### src/hdl/dhsp_pkg.sv
// shared types and codes of the diff hunk stream parser
// result item struct, output kind codes, fault codes and character constants
package dhsp_pkg;

	localparam int unsigned LINE_BITS_DEF = 32;
	localparam int unsigned OUT_LINE_W = 32;

	localparam logic [2:0] KIND_DATA = 3'd0;
	localparam logic [2:0] KIND_HEADER = 3'd1;
	localparam logic [2:0] KIND_END_SECTION = 3'd2;
	localparam logic [2:0] KIND_END_HUNK = 3'd3;
	localparam logic [2:0] KIND_ERROR = 3'd4;

	localparam logic [1:0] HK_APPEND = 2'd0;
	localparam logic [1:0] HK_DELETE = 2'd1;
	localparam logic [1:0] HK_CHANGE = 2'd2;

	localparam logic [4:0] FAULT_NONE = 5'd0;
	localparam logic [4:0] FAULT_NO_LEAD_DIGIT = 5'd1;
	localparam logic [4:0] FAULT_DIGIT_EXPECTED = 5'd2;
	localparam logic [4:0] FAULT_RANGE_ORDER = 5'd3;
	localparam logic [4:0] FAULT_APPEND_OLD_RANGE = 5'd4;
	localparam logic [4:0] FAULT_DELETE_LINE_ZERO = 5'd5;
	localparam logic [4:0] FAULT_BAD_COMMAND = 5'd6;
	localparam logic [4:0] FAULT_APPEND_LINE_ZERO = 5'd7;
	localparam logic [4:0] FAULT_HEADER_END = 5'd8;
	localparam logic [4:0] FAULT_DELETE_NEW_RANGE = 5'd9;
	localparam logic [4:0] FAULT_WRONG_MARKER = 5'd10;
	localparam logic [4:0] FAULT_NO_SPACE = 5'd11;
	localparam logic [4:0] FAULT_SEPARATOR = 5'd12;
	localparam logic [4:0] FAULT_BAD_LINE_START = 5'd13;
	localparam logic [4:0] FAULT_NO_ADDITIONS = 5'd14;
	localparam logic [4:0] FAULT_TRUNCATED = 5'd15;
	localparam logic [4:0] FAULT_OVERFLOW = 5'd16;

	localparam logic [7:0] CH_A = 8'h61;
	localparam logic [7:0] CH_D = 8'h64;
	localparam logic [7:0] CH_C = 8'h63;
	localparam logic [7:0] CH_LT = 8'h3c;
	localparam logic [7:0] CH_GT = 8'h3e;
	localparam logic [7:0] CH_DASH = 8'h2d;
	localparam logic [7:0] CH_COMMA = 8'h2c;
	localparam logic [7:0] CH_NL = 8'h0a;
	localparam logic [7:0] CH_SPACE = 8'h20;
	localparam logic [7:0] CH_ZERO = 8'h30;
	localparam logic [7:0] CH_NINE = 8'h39;

	typedef struct packed {
		logic [2:0] kind;
		logic [7:0] data_byte;
		logic [1:0] hunk_kind;
		logic [OUT_LINE_W-1:0] first_old_line;
		logic [OUT_LINE_W-1:0] last_old_line;
		logic [OUT_LINE_W-1:0] first_new_line;
		logic [OUT_LINE_W-1:0] last_new_line;
		logic [31:0] hunk_number;
		logic [4:0] fault_code;
		logic in_additions;
	} res_t;

endpackage

### src/hdl/dhsp_accum.sv
// decimal accumulate step: value times ten plus one digit, saturating
// depends on nothing but its parameter
module dhsp_accum #(
	parameter int unsigned LINE_BITS = 32
) (
	input  logic [LINE_BITS-1:0] acc,
	input  logic [3:0]           digit,
	output logic [LINE_BITS-1:0] sum,
	output logic                 ovf
);

	logic [LINE_BITS+3:0] wide;

	assign wide = {acc, 3'b000} + {2'b00, acc, 1'b0} + {{LINE_BITS{1'b0}}, digit};
	assign ovf = |wide[LINE_BITS+3:LINE_BITS];
	assign sum = ovf ? {LINE_BITS{1'b1}} : wide[LINE_BITS-1:0];

endmodule

### src/hdl/dhsp_step.sv
// parser state and per-item next-state logic, one item per enabled cycle
// depends on dhsp_pkg and dhsp_accum
module dhsp_step #(
	parameter int unsigned LINE_BITS = dhsp_pkg::LINE_BITS_DEF
) (
	input  logic            clk,
	input  logic            arst_n,
	input  logic            en,
	input  logic [7:0]      byte_in,
	input  logic            eoi,
	output logic            res_valid,
	output dhsp_pkg::res_t  res
);
	import dhsp_pkg::*;

	typedef enum logic [3:0] {
		PH_START, PH_OLD1, PH_OLD2, PH_NEW1, PH_NEW2, PH_LSTART, PH_MARK,
		PH_CONTENT, PH_DASH1, PH_DASH2, PH_DASH3, PH_SKIP, PH_SKIPNL, PH_DONE
	} phase_t;

	phase_t phase_q, phase_n;
	logic [LINE_BITS-1:0] acc_q, acc_n, of_q, of_n, ol_q, ol_n, nf_q, nf_n, nl_q, nl_n;
	logic [1:0] ck_q, ck_n;
	logic sec_q, sec_n, saw_q, saw_n;
	logic [31:0] hc_q, hc_n;

	logic is_dig;
	logic [3:0] dig;
	logic [LINE_BITS-1:0] acc_sum;
	logic acc_ovf;
	logic fail;
	logic [4:0] code;
	logic [7:0] expect_mark;

	assign is_dig = (byte_in >= CH_ZERO) && (byte_in <= CH_NINE);
	assign dig = is_dig ? byte_in[3:0] : 4'd0;

	dhsp_accum #(.LINE_BITS(LINE_BITS)) u_accum (
		.acc  (acc_q),
		.digit(dig),
		.sum  (acc_sum),
		.ovf  (acc_ovf)
	);

	always_comb begin
		phase_n = phase_q;
		acc_n = acc_q;
		of_n = of_q;
		ol_n = ol_q;
		nf_n = nf_q;
		nl_n = nl_q;
		ck_n = ck_q;
		sec_n = sec_q;
		saw_n = saw_q;
		hc_n = hc_q;
		fail = 1'b0;
		code = FAULT_NONE;
		res_valid = 1'b0;
		res = '0;
		expect_mark = CH_LT;
		if (ck_q == HK_APPEND) begin
			expect_mark = CH_GT;
		end else if (ck_q == HK_CHANGE && sec_q) begin
			expect_mark = CH_GT;
		end

		if (phase_q == PH_DONE) begin
			phase_n = PH_DONE;
		end else if (eoi) begin
			if (phase_q == PH_LSTART) begin
				if (ck_q == HK_CHANGE && !sec_q) begin
					fail = 1'b1;
					code = FAULT_NO_ADDITIONS;
				end else begin
					res_valid = 1'b1;
					res.kind = KIND_END_HUNK;
				end
			end else if (phase_q != PH_START && phase_q != PH_SKIP &&
					phase_q != PH_SKIPNL) begin
				fail = 1'b1;
				code = FAULT_TRUNCATED;
			end
		end else begin
			unique case (phase_q)
				PH_START: begin
					if (!is_dig) begin
						fail = 1'b1;
						code = FAULT_NO_LEAD_DIGIT;
					end else begin
						phase_n = PH_OLD1;
						acc_n = LINE_BITS'(dig);
						saw_n = 1'b1;
					end
				end
				PH_OLD1, PH_OLD2, PH_NEW1, PH_NEW2: begin
					if (is_dig) begin
						acc_n = acc_sum;
						if (acc_ovf) begin
							fail = 1'b1;
							code = FAULT_OVERFLOW;
						end else begin
							saw_n = 1'b1;
						end
					end else if (phase_q == PH_OLD1 && byte_in == CH_COMMA) begin
						of_n = acc_q;
						acc_n = '0;
						saw_n = 1'b0;
						phase_n = PH_OLD2;
					end else if (phase_q != PH_OLD1 && !saw_q) begin
						fail = 1'b1;
						code = FAULT_DIGIT_EXPECTED;
					end else if (phase_q == PH_OLD1 || phase_q == PH_OLD2) begin
						if (phase_q == PH_OLD1) begin
							of_n = acc_q;
						end
						ol_n = acc_q;
						if (phase_q == PH_OLD2 && acc_q < of_q) begin
							fail = 1'b1;
							code = FAULT_RANGE_ORDER;
						end else if (byte_in == CH_A) begin
							if (ol_n != of_n) begin
								fail = 1'b1;
								code = FAULT_APPEND_OLD_RANGE;
							end else begin
								ck_n = HK_APPEND;
							end
						end else if (byte_in == CH_D) begin
							if (of_n == '0) begin
								fail = 1'b1;
								code = FAULT_DELETE_LINE_ZERO;
							end else begin
								ck_n = HK_DELETE;
							end
						end else if (byte_in == CH_C) begin
							ck_n = HK_CHANGE;
						end else begin
							fail = 1'b1;
							code = FAULT_BAD_COMMAND;
						end
						if (!fail) begin
							phase_n = PH_NEW1;
							acc_n = '0;
							saw_n = 1'b0;
						end
					end else begin
						if (phase_q == PH_NEW2) begin
							nl_n = acc_q;
						end
						if (ck_q == HK_APPEND && acc_q == '0) begin
							fail = 1'b1;
							code = FAULT_APPEND_LINE_ZERO;
						end else if (phase_q == PH_NEW1 && byte_in == CH_COMMA) begin
							nf_n = acc_q;
							acc_n = '0;
							saw_n = 1'b0;
							phase_n = PH_NEW2;
						end else if (phase_q == PH_NEW2 && acc_q < nf_q) begin
							fail = 1'b1;
							code = FAULT_RANGE_ORDER;
						end else if (byte_in != CH_NL) begin
							fail = 1'b1;
							code = FAULT_HEADER_END;
						end else if (phase_q == PH_NEW2 && ck_q == HK_DELETE &&
								acc_q != nf_q) begin
							fail = 1'b1;
							code = FAULT_DELETE_NEW_RANGE;
						end else begin
							if (phase_q == PH_NEW1) begin
								nf_n = acc_q;
								nl_n = acc_q;
							end
							if (hc_q != 32'hffff_ffff) begin
								hc_n = hc_q + 32'd1;
							end
							phase_n = PH_LSTART;
							sec_n = 1'b0;
							res_valid = 1'b1;
							res.kind = KIND_HEADER;
							res.hunk_kind = ck_q;
							res.first_old_line = OUT_LINE_W'(of_q);
							res.last_old_line = OUT_LINE_W'(ol_q);
							res.first_new_line = OUT_LINE_W'(nf_n);
							res.last_new_line = OUT_LINE_W'(nl_n);
							res.hunk_number = hc_n;
						end
					end
				end
				PH_LSTART: begin
					if (byte_in == CH_LT || byte_in == CH_GT) begin
						if (byte_in != expect_mark) begin
							fail = 1'b1;
							code = FAULT_WRONG_MARKER;
						end else begin
							phase_n = PH_MARK;
						end
					end else if (byte_in == CH_DASH) begin
						phase_n = PH_DASH1;
					end else if (is_dig) begin
						res_valid = 1'b1;
						if (ck_q == HK_CHANGE && !sec_q) begin
							res.kind = KIND_ERROR;
							res.fault_code = FAULT_NO_ADDITIONS;
						end else begin
							res.kind = KIND_END_HUNK;
						end
						phase_n = PH_OLD1;
						acc_n = LINE_BITS'(dig);
						saw_n = 1'b1;
					end else begin
						fail = 1'b1;
						code = FAULT_BAD_LINE_START;
					end
				end
				PH_MARK: begin
					if (byte_in != CH_SPACE) begin
						fail = 1'b1;
						code = FAULT_NO_SPACE;
					end else begin
						phase_n = PH_CONTENT;
					end
				end
				PH_CONTENT: begin
					res_valid = 1'b1;
					res.kind = KIND_DATA;
					res.data_byte = byte_in;
					res.in_additions = (ck_q == HK_APPEND) || (ck_q == HK_CHANGE && sec_q);
					if (byte_in == CH_NL) begin
						phase_n = PH_LSTART;
					end
				end
				PH_DASH1, PH_DASH2: begin
					if (byte_in != CH_DASH) begin
						fail = 1'b1;
						code = FAULT_SEPARATOR;
					end else begin
						phase_n = (phase_q == PH_DASH1) ? PH_DASH2 : PH_DASH3;
					end
				end
				PH_DASH3: begin
					if (byte_in != CH_NL || ck_q != HK_CHANGE || sec_q) begin
						fail = 1'b1;
						code = FAULT_SEPARATOR;
					end else begin
						sec_n = 1'b1;
						phase_n = PH_LSTART;
						res_valid = 1'b1;
						res.kind = KIND_END_SECTION;
					end
				end
				PH_SKIP: begin
					if (byte_in == CH_NL) begin
						phase_n = PH_SKIPNL;
					end
				end
				PH_SKIPNL: begin
					if (is_dig) begin
						phase_n = PH_OLD1;
						acc_n = LINE_BITS'(dig);
						saw_n = 1'b1;
					end else if (byte_in != CH_NL) begin
						phase_n = PH_SKIP;
					end
				end
				default: begin
					phase_n = PH_DONE;
				end
			endcase
		end

		if (fail) begin
			res_valid = 1'b1;
			res = '0;
			res.kind = KIND_ERROR;
			res.fault_code = code;
			phase_n = (!eoi && byte_in == CH_NL) ? PH_SKIPNL : PH_SKIP;
		end
		if (eoi) begin
			phase_n = PH_DONE;
		end
		if (!en) begin
			res_valid = 1'b0;
		end
	end

	always_ff @(posedge clk or negedge arst_n) begin
		if (!arst_n) begin
			phase_q <= PH_START;
			acc_q <= '0;
			of_q <= '0;
			ol_q <= '0;
			nf_q <= '0;
			nl_q <= '0;
			ck_q <= HK_APPEND;
			sec_q <= 1'b0;
			saw_q <= 1'b0;
			hc_q <= '0;
		end else if (en) begin
			phase_q <= phase_n;
			acc_q <= acc_n;
			of_q <= of_n;
			ol_q <= ol_n;
			nf_q <= nf_n;
			nl_q <= nl_n;
			ck_q <= ck_n;
			sec_q <= sec_n;
			saw_q <= saw_n;
			hc_q <= hc_n;
		end
	end

endmodule

### src/hdl/diff_hunk_stream_parser.sv
// normal-format diff hunk parser, top level with input and result registers
// depends on dhsp_pkg and dhsp_step
// the input register feeds the parser step, which loads the result register
// throughput: one byte/cycle unless stalled, set by the single parser state update
// a stalled result register holds the input register, which then holds in_ready low
// reset: asynchronous, clears parser state, hunk count and both valid flags
module diff_hunk_stream_parser #(
	parameter int unsigned LINE_BITS = dhsp_pkg::LINE_BITS_DEF
) (
	input  logic        clk,
	input  logic        arst_n,
	input  logic        in_valid,
	output logic        in_ready,
	input  logic [7:0]  byte_in,
	input  logic        end_of_input,
	output logic        out_valid,
	input  logic        out_ready,
	output logic [2:0]  kind,
	output logic [7:0]  data_byte,
	output logic [1:0]  hunk_kind,
	output logic [31:0] first_old_line,
	output logic [31:0] last_old_line,
	output logic [31:0] first_new_line,
	output logic [31:0] last_new_line,
	output logic [31:0] hunk_number,
	output logic [4:0]  fault_code,
	output logic        in_additions
);
	import dhsp_pkg::*;

	logic valid_s1;
	logic [7:0] byte_s1;
	logic eoi_s1;
	logic advance;
	logic step_valid;
	res_t step_res;
	logic out_valid_q;
	res_t res_q;

	assign advance = valid_s1 && (!out_valid_q || out_ready);
	assign in_ready = !valid_s1 || advance;

	always_ff @(posedge clk or negedge arst_n) begin
		if (!arst_n) begin
			valid_s1 <= 1'b0;
		end else if (in_ready) begin
			valid_s1 <= in_valid;
		end
	end

	always_ff @(posedge clk) begin
		if (in_ready && in_valid) begin
			byte_s1 <= byte_in;
			eoi_s1 <= end_of_input;
		end
	end

	dhsp_step #(.LINE_BITS(LINE_BITS)) u_step (
		.clk      (clk),
		.arst_n   (arst_n),
		.en       (advance),
		.byte_in  (byte_s1),
		.eoi      (eoi_s1),
		.res_valid(step_valid),
		.res      (step_res)
	);

	always_ff @(posedge clk or negedge arst_n) begin
		if (!arst_n) begin
			out_valid_q <= 1'b0;
		end else if (advance && step_valid) begin
			out_valid_q <= 1'b1;
		end else if (out_ready) begin
			out_valid_q <= 1'b0;
		end
	end

	always_ff @(posedge clk) begin
		if (advance && step_valid) begin
			res_q <= step_res;
		end
	end

	assign out_valid = out_valid_q;
	assign kind = res_q.kind;
	assign data_byte = res_q.data_byte;
	assign hunk_kind = res_q.hunk_kind;
	assign first_old_line = res_q.first_old_line;
	assign last_old_line = res_q.last_old_line;
	assign first_new_line = res_q.first_new_line;
	assign last_new_line = res_q.last_new_line;
	assign hunk_number = res_q.hunk_number;
	assign fault_code = res_q.fault_code;
	assign in_additions = res_q.in_additions;

endmodule

### config.mk
export PLATFORM = sky130hd
export DESIGN_NAME = diff_hunk_stream_parser
export DESIGN_NICKNAME = d
export VERILOG_FILES = /design/src/hdl/dhsp_pkg.sv /design/src/hdl/dhsp_accum.sv /design/src/hdl/dhsp_step.sv /design/src/hdl/diff_hunk_stream_parser.sv
export SDC_FILE = /design/constraint.sdc
export NUM_CORES = 1
export LEC_CHECK = 0
export ABC_CLOCK_PERIOD_IN_PS = 18700
export BUFFER_PORTS_ARGS = -buffer_cell sky130_fd_sc_hd__buf_2
export CAP_MARGIN = 20
export CORE_AREA = 3 3 221 201
export CTS_BUF_LIST = sky130_fd_sc_hd__clkbuf_8
export DETAILED_ROUTE_END_ITERATION = 8
export DIE_AREA = 0 0 224 204
export HOLD_SLACK_MARGIN = 0.15
export PLACE_DENSITY = 0.69
export REMOVE_ABC_BUFFERS = 1
export SYNTH_ARGS = -nofsm -noshare
export SYNTH_HDL_FRONTEND = slang
export SYNTH_SLANG_ARGS = --single-unit
### constraint.sdc
create_clock -name clk -period 18.7 [get_ports clk]
set_clock_uncertainty 0.2 [all_clocks]
set_input_delay 0.935 -clock clk [delete_from_list [all_inputs] [get_ports clk]]
set_output_delay 0.935 -clock clk [all_outputs]
set_load 0.01 [all_outputs]
==> flow_metrics.py <==
metrics = {
    "placement": {
        "dp_cells": 2746,
        "port_buffers": 193,
        "hpwl_um": 41310,
        "placed_area_um2": 22520,
        "place_congestion": 0.9366,
    },
    "layout": {
        "drive_gt1_share_pct": 18.26,
        "synthToLayoutAreaGrowth_pct": 13.95,
        "nNetsFinal": 2415,
        "utilization_pct": 57.26,
        "final-instance-count-excl-fill": 2876,
        "finish.instance_area_um2": 24060,
    },
    "clock_tree": {
        "h-tree-depth": 3,
        "hold_buffers": 1,
        "clkSinkCount": 390,
        "clk_pin_slew_ns": 0.06,
        "cts_buffers": 68,
        "post-cts-setup-buffers": 0,
        "ctsLongestPathBuffers": 3,
        "tritoncts": "yes",
        "cts_repair_resize_count": 0,
        "worstSkewPairLatency_ns": 0.65,
        "ctsRootBufferMaster": "clkbuf_8",
    },
    "critical_path": {
        "worst-setup-path-type": "reg -> reg",
        "r2r_start": "byte_s1[2]",
        "cp.arrival_ns": 6.61,
        "worstReg2RegEnd": "first_new_line[11]",
        "r2r_slack_ns": 12.14,
        "reg2reg_depth": 17,
        "worstPathRequired_ns": 18.74,
        "cp-end-kind": "register",
        "cp-start-kind": "register",
        "path_max_fanout": 179,
    },
    "routing": {
        "vias_per_cell": 5.882,
        "route.detailed.drc": 0,
        "dr.pass1.iters": 8,
        "drt-initial-drc-count": 1407,
        "num_vias": 16920,
        "detail-route-antenna-nets": 0,
        "routed_wl_um": 60260,
        "wl_per_cell_um": 20.95,
    },
    "pwr": {
        "powerDensity_nw_per_um2": 98.82,
        "peakVddDrop_v": 0.0001197,
        "fin_total_pwr_mw": 2.378,
        "p_leak_nw": 10.92,
    },
    "global_routing": {
        "met2_usage_pct": 41.68,
        "top_usage_layer": "met2",
        "use_met1_pct": 36.59,
        "grt_max_degree": 180,
        "grt_pass1_wl_um": 94740,
        "grt_pass1_vias": 16640,
        "grt_use_total_pct": 26.33,
        "use_met3_pct": 4.940,
        "antenna_found_initial": 1,
        "overflow": 0,
    },
    "floorplanning": {
        "die_area_um2": 45700,
        "fp.dieW_um": 224,
        "initial_core_util_pct": 50.25,
        "rows": 71,
        "core-area_um2": 42020,
        "io_pins": 194,
        "die_h_um": 204,
    },
    "yosys": {
        "synth-compound-area-share_pct": 11.74,
        "synthMuxAreaShare_pct": 4.468,
        "seq_area_frac_synth_pct": 50.68,
        "synth-seq-cells": 390,
        "async_reset_ff_share_pct": 51.79,
        "yosys.area_share.adder_pct": 7.715,
        "ys_top_cells_by_count": "nand2_1 (313), dfrtp_1 (202), edfxtp_1 (188), nor2_1 (170), a21oi_1 (153)",
        "yosys.area_share.simple_pct": 17.20,
        "synth_top_family_by_area": "simple AND/OR/NAND/NOR gates",
        "syn_inst": 2108,
        "synth_ff_type": "dfrtp_1",
        "synth_edf_count": 188,
        "synth_area_um2": 21120,
        "synthMostInstantiatedCell": "nand2_1",
        "synth.avg_cell_area_um2": 10.02,
        "ys.warnings.count": 0,
        "synthDistinctLibCells": 78,
        "synth_area_leaders": "edfxtp_1 (27%), dfrtp_1 (24%), ha_1 (7.5%)",
        "synthXorXnorAreaFrac_pct": 4.272,
        "synthDominantCellAreaShare_pct": 26.74,
        "synth_top_cell_by_area": "edfxtp_1",
    },
    "timing": {
        "fin_crit_sh_pct": 35.11,
        "final-hold-violation-count": 0,
        "setup_violations": 0,
        "final.min_clock_period_ns": 6.565,
        "rsz0062_at_grt": "false",
        "relSlewSlack_pct": 28.57,
        "tns_ns": 0,
        "max_freq_mhz": 152.3,
        "drv_slew": 0,
        "tightest_slew_ns": 1.071,
    },
    "outcome": {
        "status": "finished clean",
    },
    "job": {
        "max_cap_viol_count": 0,
    },
    "hold_path": {
        "hold_depth": 1,
        "min_from": "end_of_input",
        "whs_endpoint": "eoi_s1",
        "min_path_type": "in -> reg",
    },
}
-- worst max-delay path by stage --
stage               startpoint                  to  slack, ns  depth (start not counted)
floorplan           byte_s1[2]        data_byte[0]       1.56                         15
global placement    byte_s1[2]   last_new_line[21]      12.68                         17
detailed placement  byte_s1[2]  first_old_line[13]      12.31                         17
CTS                 byte_s1[2]   last_old_line[20]      12.29                         17
global route        byte_s1[2]   first_new_line[7]      11.79                         17
finish              byte_s1[2]  first_new_line[11]      12.14                         17
-- critical path: stages, from the launching register on --
cell	delay, ns
edfxtp_1	0.59
o21ai_0	0.30
and3_1	0.53
nand2_1	0.19
fa_1	0.55
fa_1	0.46
nand2b_1	0.20
a21oi_1	0.17
o21ai_0	0.23
o31ai_1	0.47
o21ai_0	0.21
xnor2_1	0.28
nor4_4	0.09
a211oi_2	0.23
buf_4	0.22
nor3_1	0.10
nor3_2	0.21
buf_12	0.66
-- flip-flops by register name, indices dropped and copies added (netlist names), 4 cells and up --
signal / flops
byte_s1: 8
data_byte: 8
fault_code: 5
first_new_line: 32
first_old_line: 32
hunk_number: 32
last_new_line: 32
last_old_line: 32
u_step.acc_q: 32
u_step.hc_q: 32
u_step.nf_q: 32
u_step.nl_q: 32
u_step.of_q: 32
u_step.ol_q: 32
u_step.phase_q: 4
-- cell families (layout without fill, tap and decap cells) --
| group | after synthesis | in the layout |
|---|---|---|
| AND/OR/NAND/NOR | 775 | 775 |
| AO/OA/AOI/OAI | 411 | 411 |
| flip-flops | 390 | 390 |
| buffers and inverters | 216 | 436 |
| adder cells (fa/ha/maj) | 129 | 129 |
| XOR/XNOR | 103 | 103 |
| multiplexers | 84 | 84 |
| other | 0 | 1 |
-- through the flow --
step           setup WS, ns  hold WS [ns]
5_1_grt               11.79        0.2304
6_report              12.14        0.2725
3_5_place_dp          12.31        0.2658
2_1_floorplan         1.558        0.2418
4_1_cts               12.29        0.2279
3_3_place_gp          12.68        0.2561
-- area by class of cell --
class | instances | area, um^2
flip-flops and latches | 390 | 10700
multi-input cells | 1502 | 9648
well taps | 547 | 684.4
repair buffers | 217 | 1230
clock inverters | 46 | 356.6
diodes | 1 | 2.502
fillers | 3557 | 17960
inverters | 94 | 352.8
clock buffers | 79 | 1087
-- layer usage --
metal / vias to the layer above / routed length [um]
met5: - / 0
met4: 0 / 1714
li1: 7821 / -
met2: 641 / 27940
met1: 8333 / 26430
met3: 122 / 4172
-- layout by cell type (no fill, tap or decap), types with 16 or more instances in the layout --
master,count
nand2_1,311
dfrtp_1,202
buf_2,192
edfxtp_1,188
nor2_1,167
a21oi_1,152
ha_1,127
o21ai_0,125
inv_1,118
mux2_2,82
clkbuf_8,80
nand3_1,56
xor2_1,55
and3_1,49
xnor2_1,48
nand4_1,33
nor4_1,30
nor3_1,24
nand2b_1,20
and2_1,19
buf_4,19
or3_1,16
-- power breakdown --
part | internal, mW | switching [mW] | leakage, nW
clock | 0.449 | 0.373 | 0.828
sequential | 1.05 | 0.0483 | 4.46
combinational | 0.138 | 0.316 | 5.63
total | 1.64 | 0.738 | 10.9
No activity file was read; power rests on OpenSTA's default activity.
